[src/rtl/core/rsa_pkg.sv]
`default_nettype none
// -----------------------------------------------------------------------------
// rsa_pkg
// shared constants, codes and types of the replicate slot allocator
// -----------------------------------------------------------------------------
package rsa_pkg;

	localparam int MAX_CORES            = 64;
	localparam int MAX_SLOTS_PER_CORE   = 8;
	localparam int MAX_DEVICES          = 8;
	localparam int MAX_SLOTS_PER_DEVICE = 8;
	localparam int REPLICATE_ID_BITS    = 16;

	localparam int CORE_ENTRIES = MAX_CORES * MAX_SLOTS_PER_CORE;
	localparam int DEV_ENTRIES  = MAX_DEVICES * MAX_SLOTS_PER_DEVICE;
	localparam int CORE_AW      = $clog2(CORE_ENTRIES);
	localparam int DEV_AW       = $clog2(DEV_ENTRIES);
	localparam int CLR_N        = (CORE_ENTRIES > DEV_ENTRIES) ? CORE_ENTRIES : DEV_ENTRIES;
	localparam int CLR_W        = $clog2(CLR_N);
	localparam int ID_W         = REPLICATE_ID_BITS;

	// walk counters must reach the largest core, slot or device count
	localparam int WALK_MAX_A = (MAX_CORES > MAX_DEVICES) ? MAX_CORES : MAX_DEVICES;
	localparam int WALK_MAX_B = (MAX_SLOTS_PER_CORE > MAX_SLOTS_PER_DEVICE) ?
		MAX_SLOTS_PER_CORE : MAX_SLOTS_PER_DEVICE;
	localparam int WALK_MAX   = (WALK_MAX_A > WALK_MAX_B) ? WALK_MAX_A : WALK_MAX_B;
	localparam int WALK_W     = $clog2(WALK_MAX + 1);

	// field widths of the ports
	localparam int OP_W       = 2;
	localparam int RID_W      = 16;
	localparam int STATUS_W   = 2;
	localparam int CMASK_W    = 64;
	localparam int GMASK_W    = 8;
	localparam int RCORE_W    = 6;
	localparam int MAXR_W     = 10;
	localparam int MAXR_SAT   = 1023;
	localparam int CFG_IDX_W  = 3;
	localparam int CFG_DATA_W = 8;

	localparam int CORE_CNT_W = 7;
	localparam int CSLOT_W    = 4;
	localparam int CPU_SPR_W  = 7;
	localparam int DEV_CNT_W  = 4;
	localparam int DSLOT_W    = 4;
	localparam int GPU_SPR_W  = 4;
	localparam int RCNT_W     = 7;
	localparam int RCNT_SAT   = 127;

	// divider operands for the max replicate figure
	localparam int NUM_MAX_C = MAX_SLOTS_PER_CORE * MAX_CORES;
	localparam int NUM_MAX_D = MAX_SLOTS_PER_DEVICE * MAX_DEVICES;
	localparam int NUM_W     = $clog2(((NUM_MAX_C > NUM_MAX_D) ? NUM_MAX_C : NUM_MAX_D) + 1);
	localparam int DEN_W     = CPU_SPR_W;
	localparam int DIV_CNT_W = $clog2(NUM_W + 1);

	typedef enum logic [OP_W-1:0] {
		OP_ASSIGN  = 2'd0,
		OP_RESERVE = 2'd1,
		OP_REMOVE  = 2'd2,
		OP_QUERY   = 2'd3
	} op_t;

	typedef enum logic [STATUS_W-1:0] {
		STS_OK      = 2'd0,
		STS_NO_RES  = 2'd1,
		STS_NO_CORE = 2'd2
	} status_t;

	typedef enum logic [1:0] {
		KIND_FREE     = 2'd0,
		KIND_OWNED    = 2'd1,
		KIND_RESERVED = 2'd2
	} kind_t;

	typedef enum logic [CFG_IDX_W-1:0] {
		REG_CPU_CORE_COUNT     = 3'd0,
		REG_CPU_SLOTS_PER_CORE = 3'd1,
		REG_CPU_SLOTS_PER_REP  = 3'd2,
		REG_GPU_DEVICE_COUNT   = 3'd3,
		REG_GPU_SLOTS_PER_DEV  = 3'd4,
		REG_GPU_SLOTS_PER_REP  = 3'd5
	} cfg_reg_t;

	typedef enum logic [2:0] {
		WALK_CASN,
		WALK_DASN,
		WALK_CFREE,
		WALK_DFREE,
		WALK_RCHK,
		WALK_RWR
	} walk_t;

	typedef enum logic [3:0] {
		ST_CLEAR,
		ST_IDLE,
		ST_RD,
		ST_EV,
		ST_RWR,
		ST_CHECK,
		ST_DIV_C,
		ST_DIV_WC,
		ST_DIV_D,
		ST_DIV_WD,
		ST_DONE
	} fsm_state_t;

	typedef struct packed {
		kind_t           kind;
		logic [ID_W-1:0] owner;
	} entry_t;

	typedef struct packed {
		logic [CORE_CNT_W-1:0] core_count;
		logic [CSLOT_W-1:0]    slots_per_core;
		logic [CPU_SPR_W-1:0]  cpu_spr;
		logic [DEV_CNT_W-1:0]  dev_count;
		logic [DSLOT_W-1:0]    slots_per_dev;
		logic [GPU_SPR_W-1:0]  gpu_spr;
	} cfg_t;

	typedef struct packed {
		walk_t mode;
		logic  clr;
		logic  init;
		logic  walk_start;
		logic  rd;
		logic  ev;
		logic  row_start;
		logic  wr_row;
		logic  res_commit;
		logic  no_core;
		logic  fail;
		logic  div_go;
		logic  div_sel_gpu;
		logic  div_take;
		logic  out_load;
	} cmd_t;

	typedef struct packed {
		logic clr_last;
		logic done;
		logic hit;
		logic short_res;
		logic div_busy;
		logic out_free;
	} stat_t;

	// count saturated to the table size
	function automatic logic [WALK_W-1:0] sat(input logic [CFG_DATA_W-1:0] v, input int hi);
		logic [WALK_W-1:0] r;
		if (int'(v) > hi) r = WALK_W'(hi);
		else r = WALK_W'(v);
		return r;
	endfunction

endpackage
`default_nettype wire

[src/rtl/core/rsa_ctrl.sv]
`default_nettype none
// -----------------------------------------------------------------------------
// rsa_ctrl
// sequencer: table clear, assign/reserve/remove walks, divide, result hand-off
// -----------------------------------------------------------------------------
module rsa_ctrl (
	input  wire logic                     clk,
	input  wire logic                     arst_n,
	input  wire logic                     in_valid,
	input  wire logic [rsa_pkg::OP_W-1:0] in_op,
	output logic                          in_ready,
	input  wire rsa_pkg::stat_t           st,
	output rsa_pkg::cmd_t                 cmd
);
	rsa_pkg::fsm_state_t state_q, state_d;
	rsa_pkg::walk_t      mode_q, mode_d;

	always_ff @(posedge clk or negedge arst_n) begin
		if (!arst_n) begin
			state_q <= rsa_pkg::ST_CLEAR;
			mode_q  <= rsa_pkg::WALK_CASN;
		end else begin
			state_q <= state_d;
			mode_q  <= mode_d;
		end
	end

	always_comb begin
		state_d  = state_q;
		mode_d   = mode_q;
		cmd      = '0;
		cmd.mode = mode_q;
		in_ready = 1'b0;
		case (state_q)
			rsa_pkg::ST_CLEAR: begin
				cmd.clr = 1'b1;
				if (st.clr_last) state_d = rsa_pkg::ST_IDLE;
			end
			rsa_pkg::ST_IDLE: begin
				in_ready = 1'b1;
				if (in_valid) begin
					cmd.init       = 1'b1;
					cmd.walk_start = 1'b1;
					case (rsa_pkg::op_t'(in_op))
						rsa_pkg::OP_ASSIGN: begin
							mode_d  = rsa_pkg::WALK_CASN;
							state_d = rsa_pkg::ST_RD;
						end
						rsa_pkg::OP_RESERVE: begin
							mode_d  = rsa_pkg::WALK_RCHK;
							state_d = rsa_pkg::ST_RD;
						end
						rsa_pkg::OP_REMOVE: begin
							mode_d  = rsa_pkg::WALK_CFREE;
							state_d = rsa_pkg::ST_RD;
						end
						default: state_d = rsa_pkg::ST_DIV_C;
					endcase
				end
			end
			rsa_pkg::ST_RD: begin
				if (st.hit) begin
					mode_d        = rsa_pkg::WALK_RWR;
					cmd.row_start = 1'b1;
					state_d       = rsa_pkg::ST_RWR;
				end else if (st.done) begin
					case (mode_q)
						rsa_pkg::WALK_CASN: begin
							mode_d         = rsa_pkg::WALK_DASN;
							cmd.walk_start = 1'b1;
						end
						rsa_pkg::WALK_DASN: state_d = rsa_pkg::ST_CHECK;
						rsa_pkg::WALK_CFREE: begin
							mode_d         = rsa_pkg::WALK_DFREE;
							cmd.walk_start = 1'b1;
						end
						rsa_pkg::WALK_RCHK: begin
							cmd.no_core = 1'b1;
							state_d     = rsa_pkg::ST_DIV_C;
						end
						default: state_d = rsa_pkg::ST_DIV_C;
					endcase
				end else begin
					cmd.rd  = 1'b1;
					state_d = rsa_pkg::ST_EV;
				end
			end
			rsa_pkg::ST_EV: begin
				cmd.ev  = 1'b1;
				state_d = rsa_pkg::ST_RD;
			end
			rsa_pkg::ST_RWR: begin
				if (st.done) begin
					cmd.res_commit = 1'b1;
					state_d        = rsa_pkg::ST_DIV_C;
				end else begin
					cmd.wr_row = 1'b1;
				end
			end
			rsa_pkg::ST_CHECK: begin
				if (st.short_res) begin
					cmd.fail       = 1'b1;
					cmd.walk_start = 1'b1;
					mode_d         = rsa_pkg::WALK_CFREE;
					state_d        = rsa_pkg::ST_RD;
				end else begin
					state_d = rsa_pkg::ST_DIV_C;
				end
			end
			rsa_pkg::ST_DIV_C: begin
				cmd.div_go = 1'b1;
				state_d    = rsa_pkg::ST_DIV_WC;
			end
			rsa_pkg::ST_DIV_WC: begin
				if (!st.div_busy) begin
					cmd.div_take = 1'b1;
					state_d      = rsa_pkg::ST_DIV_D;
				end
			end
			rsa_pkg::ST_DIV_D: begin
				cmd.div_go      = 1'b1;
				cmd.div_sel_gpu = 1'b1;
				state_d         = rsa_pkg::ST_DIV_WD;
			end
			rsa_pkg::ST_DIV_WD: begin
				cmd.div_sel_gpu = 1'b1;
				if (!st.div_busy) begin
					cmd.div_take = 1'b1;
					state_d      = rsa_pkg::ST_DONE;
				end
			end
			rsa_pkg::ST_DONE: begin
				if (st.out_free) begin
					cmd.out_load = 1'b1;
					state_d      = rsa_pkg::ST_IDLE;
				end
			end
			default: state_d = rsa_pkg::ST_IDLE;
		endcase
	end
endmodule
`default_nettype wire

[config.mk]
export PLATFORM = sky130hd
export DESIGN_NAME = rsa_ctrl
export DESIGN_NICKNAME = d
export VERILOG_FILES = /design/src/rtl/core/rsa_pkg.sv /design/src/rtl/core/rsa_ctrl.sv
export SDC_FILE = /design/constraint.sdc
export NUM_CORES = 1
export LEC_CHECK = 0
export ABC_AREA = 1
export BUFFER_PORTS_ARGS = -buffer_cell sky130_fd_sc_hd__buf_2
export CAP_MARGIN = 20
export CELL_PAD_IN_SITES_DETAIL_PLACEMENT = 1
export CELL_PAD_IN_SITES_GLOBAL_PLACEMENT = 2
export CORE_UTILIZATION = 24
export DETAILED_ROUTE_END_ITERATION = 8
export GPL_ROUTABILITY_DRIVEN = 0
export PLACE_DENSITY = 0.82
export SLEW_MARGIN = 20
export SYNTH_ARGS = -nofsm -noshare
export SYNTH_HDL_FRONTEND = slang
export SYNTH_SLANG_ARGS = --single-unit
[constraint.sdc]
create_clock -name clk -period 1.9 [get_ports clk]
set_input_delay 0.38 -clock clk [delete_from_list [all_inputs] [get_ports clk]]
set_output_delay 0.38 -clock clk [all_outputs]
set_load 0.005 [all_outputs]
# --- Yosys cells after proc, flatten, opt, wreduce, memory -nomap -nowiden ---
# Cells that the tools add are included.
classes:
  eq_ne: 26
  n_mux: 46
  reduce_logical: 11
op_table:
  columns: ["operator", "n"]
  rows:
  - ["$pmux W4 S11", 1]
  - ["$mux W4", 8]
  - ["$mux W1", 23]
  - ["$mux W3", 6]
  - ["$pmux W3 S3", 2]
  - ["$eq A4 B3 Y1 const B", 4]
  - ["$ne A2 B2 Y1 const B", 7]
  - ["$eq A4 B4 Y1 const B", 3]
  - ["$eq A4 B2 Y1 const B", 2]
  - ["$pmux W4 S2", 1]
  - ["$reduce_or A2 Y1", 4]
  - ["$reduce_and A7 Y1", 1]
  - ["$mux W2", 3]
  - ["$pmux W3 S2", 1]
  - ["$reduce_and A6 Y1", 1]
  - ["$eq A4 B1 Y1 const B", 1]
  - ["$logic_not A4 Y1", 1]
  - ["$ne A4 B1 Y1 const B", 1]
  - ["$ne A4 B2 Y1 const B", 1]
  - ["$ne A4 B4 Y1 const B", 1]
  - ["$eq A3 B1 Y1 const B", 1]
  - ["$eq A3 B2 Y1 const B", 1]
  - ["$eq A3 B3 Y1 const B", 1]
  - ["$logic_not A3 Y1", 1]
  - ["other kinds (7)", 7]
totals:
  ff_bits: 7
  inputBits: 11
  output_inout_bits: 18
  wordCells: 85

# --- Longest topological paths before layout ---
depth:
  ltp_word: 6
  mapped_depth: 9
  ltp_nobuf: 9

# --- Least setup slack after synthesis ---
# No wires, ideal clock.
synth_path:
  path_kind: "register -> output"
  from: "reg state_q[3]"
  to: "out cmd[11] (netlist name)"
  arrival_ns: 1.162
  required_time_ns: 1.520
  setup_slack_ns: 0.358
  stages_incl_launch_ff: 6
  n_path_buf: 0
  cell_sequence: "dfrtp_1 > nor2_4 > inv_1 > nor3_1 > nand2_1 > nand2_1"
synth_rtl:
  columns: ["item", "line_no", "text"]
  rows:
  - ["from (decl)", "rsa_ctrl.sv:15", "rsa_pkg::fsm_state_t state_q, state_d;"]
  - ["from (signal assigned)", "rsa_ctrl.sv:20", "state_q <= rsa_pkg::ST_CLEAR;"]
  - ["from (signal assigned)", "rsa_ctrl.sv:23", "state_q <= state_d;"]
  - ["to (decl)", "rsa_ctrl.sv:13", "output rsa_pkg::cmd_t cmd"]

==> impl_metrics.json <==
{
  "syn_area_um2": 843,
  "numCtsBuffers": 3,
  "leakagePower_nw": 0.736,
  "antenna_found_initial": 0,
  "area_growth_pct": 38.4,
  "antenna_left": 0,
  "peakVddDrop_mv": 0.378,
  "fmax_mhz": 533,
  "vias_per_cell": 4.40,
  "fillers": 489,
  "clkPwrFrac": 0.077,
  "clock_latency_ns": 0.25,
  "drive_gt1_frac": 0.341,
  "diodes": 0,
  "htreeDepth": 1,
  "grt_max_degree": 8,
  "grt_pass1_wl_mm": 4.24,
  "tightestPinTransition_ns": 0.316,
  "wl_met2_mm": 1.29,
  "synth_seq_cells": 7,
  "worstReg2RegStart": "state_q[2]",
  "status": "finished clean",
  "hold_violations": 0,
  "startpoint": "state_q[3]",
  "io_pins": 29,
  "arrival_ns": 1.50,
  "grt_use_total": 0.155,
  "routed_wl_mm": 2.56,
  "num_rows": 21,
  "dr.pass1.iters": 4,
  "pwr-share-comb": 0.736,
  "die-area_mm2": 0.00375,
  "cpPeakStageDelay_ns": 0.46,
  "wl_met1_mm": 1.15,
  "ys_seq_area_frac": 0.208,
  "setup_viol": 0,
  "fin_cells": 231,
  "final.min_clock_period_ns": 1.88,
  "ys_warn_count": 0,
  "power_density_mw_per_mm2": 1550,
  "swShare": 0.533,
  "clk_pin_slew_worst_paths_ns": 0.05,
  "cts_tree": "yes",
  "multi_input_area_um2": 583,
  "netlist_instances": 145,
  "max-cap-violations": 0,
  "initial_core_util": 0.251,
  "criticalPathCategory": "flip-flop to primary output",
  "finClkSkew_ns": 0.00127,
  "seqCellArea_um2": 180,
  "cts_buffer_depth": 2,
  "drc": 0,
  "grt_overflow_total": 0,
  "clock_sinks": 7,
  "vias": 1016,
  "critPathSlowestCell": "dfrtp_2",
  "cp_max_fo": 6,
  "synthesis.nets": 160,
  "dp_hpwl_mm": 2.12,
  "dp_slack_ns": 0.109,
  "crit_chain": "nor2_4 -> buf_12 -> nand3_4 -> nor2_2 -> nor2_1 -> nand2_1 -> buf_2",
  "clk_root_buffer_cell": "clkbuf_4",
  "min_period_over_period": 0.988,
  "hp-start": "st[3]",
  "core_mm2": 0.00336,
  "slew_viol_final": 0,
  "p_seq_frac": 0.187,
  "max_slew_margin": 0.789,
  "top_layer_used": "met4",
  "grt_pass1_vias": 986,
  "wl_per_cell_um": 11.1,
  "syn_avg_cell_area_um2": 5.82,
  "setup_ws_ns": 0.0229,
  "rsz0062_at_grt": "true",
  "portBuffers": 28,
  "yosysUniqueCellTypes": 18,
  "wl_met3_um": 90,
  "nNetsFinal": 201,
  "drt_iter0_drc": 19,
  "fp.dieW_um": 61.3,
  "startpoint_type": "flip-flop",
  "crit_required_ns": 1.52,
  "cell_internal_pwr_mw": 0.843,
  "placedCellCount": 221,
  "die_h_um": 61.3,
  "cp-end-kind": "primary output",
  "switching_power_mw": 0.963,
  "min_path_type": "input pin to flip-flop"
}
==> sequential cells by signal (all words and copies together), names as in the netlist <==
register  cells
mode_q        3
state_q       4
==> layout by cell type, fill, tap and decap left out, drive strengths merged <==
cell	netlist	routed
inv	28	28
a21oi	1	1
buf	0	35
nor3	3	3
o21ai	4	4
nor2	23	23
dfrtp	7	7
clkbuf	0	4
ha	4	4
nand3	23	23
dlygate4sd3	0	1
nand3b	1	1
nand2	51	51
==> critical path: cells and delay by family, from the launching register on <==
kind,cells,cell delay (ns)
AND/OR/NAND/NOR,5,0.54
flip-flops,1,0.46
buffers and inverters,2,0.24
==> metrics by stage <==
step	instance area (um^2)	power [mW]	setup TNS [ns]	hold WS (ns)	util
finish	1170	1.81	0	0.467	0.347
global route	1170	2.02	-0.0849	0.505	0.347
CTS	1140	1.77	-0.0194	0.477	0.339
detailed placement	1060	1.48	0	0.228	0.314
global placement	1060	1.46	0	0.226	0.314
floorplan	843	1.11	0	0.0844	-
==> per-layer routing <==
layer  global-route usage  vias up
li1                     -      523
met1                0.190      467
met2                0.273       21
met3               0.0336        5
met4               0.0422        0
met5                    0        -
==> cells in the mapped netlist <==
cell / number / share of area
nand2_4: 1 / 0.013
ha_1: 4 / 0.059
nand2_1: 48 / 0.21
nand3_1: 19 / 0.11
inv_2: 1 / 0.0044
o21ai_0: 3 / 0.018
o21ai_1: 1 / 0.0059
nor2_1: 14 / 0.062
nand3_4: 1 / 0.021
nand3_2: 3 / 0.036
nor3_1: 3 / 0.018
inv_1: 27 / 0.12
dfrtp_1: 7 / 0.21
nor2_4: 2 / 0.027
nor2_2: 7 / 0.052
a21oi_1: 1 / 0.0059
nand3b_1: 1 / 0.0089
nand2_2: 2 / 0.015
==> kinds of logic (layout without fill, tap and decap cells) <==
kind of cell               Yosys count  count (layout)  share of synthesized area
AOI/OAI and AO/OA                    5               5                     0.0297
adders and majority gates            4               4                     0.0593
buffers and inverters               28              68                      0.125
DFF                                  7               7                      0.208
and+or+nand+nor                    101             101                      0.579
==> power groups by stage <==
stage | Combinational (mW) | Sequential [mW] | Clock [mW]
3_3_place_gp | 1.14 | 0.316 | 0
3_5_place_dp | 1.17 | 0.318 | 0
4_1_cts | 1.30 | 0.330 | 0.143
5_1_grt | 1.51 | 0.351 | 0.151
2_1_floorplan | 0.800 | 0.307 | 0
6_report | 1.33 | 0.338 | 0.139
==> layout make-up <==
| type | count | share of cell area |
|---|---|---|
| Timing Repair Buffer | 36 | 0.184 |
| Multi-Input combinational cell | 110 | 0.499 |
| Inverter | 28 | 0.0900 |
| Clock buffer | 4 | 0.0225 |
| Sequential cell | 7 | 0.154 |
| Tap cell | 46 | 0.0493 |
==> final timing paths <==
kind / to / slack (ns) / cells after the start
worst min register to register: mode_q[1] / 0.52 / 2
worst max register to register: state_q[0] / 0.38 / 9
min in group asynchronous: state_q[3] / 0.49 / 2
worst min-delay path: mode_q[2] / 0.47 / 5
max in group asynchronous: state_q[1] / 1.23 / 2
worst max-delay path: cmd[11] / 0.02 / 7
==> timing repair <==
action / in CTS / in global routing
hold buffers: 1 / 0
gates resized for setup: 6 / 4
pin swaps: 1 / 2
setup buffers: 2 / 3
setup endpoints to repair: 5 / 10
hold endpoints to repair: 7 / 0
Power figures use the tool's default switching activity.
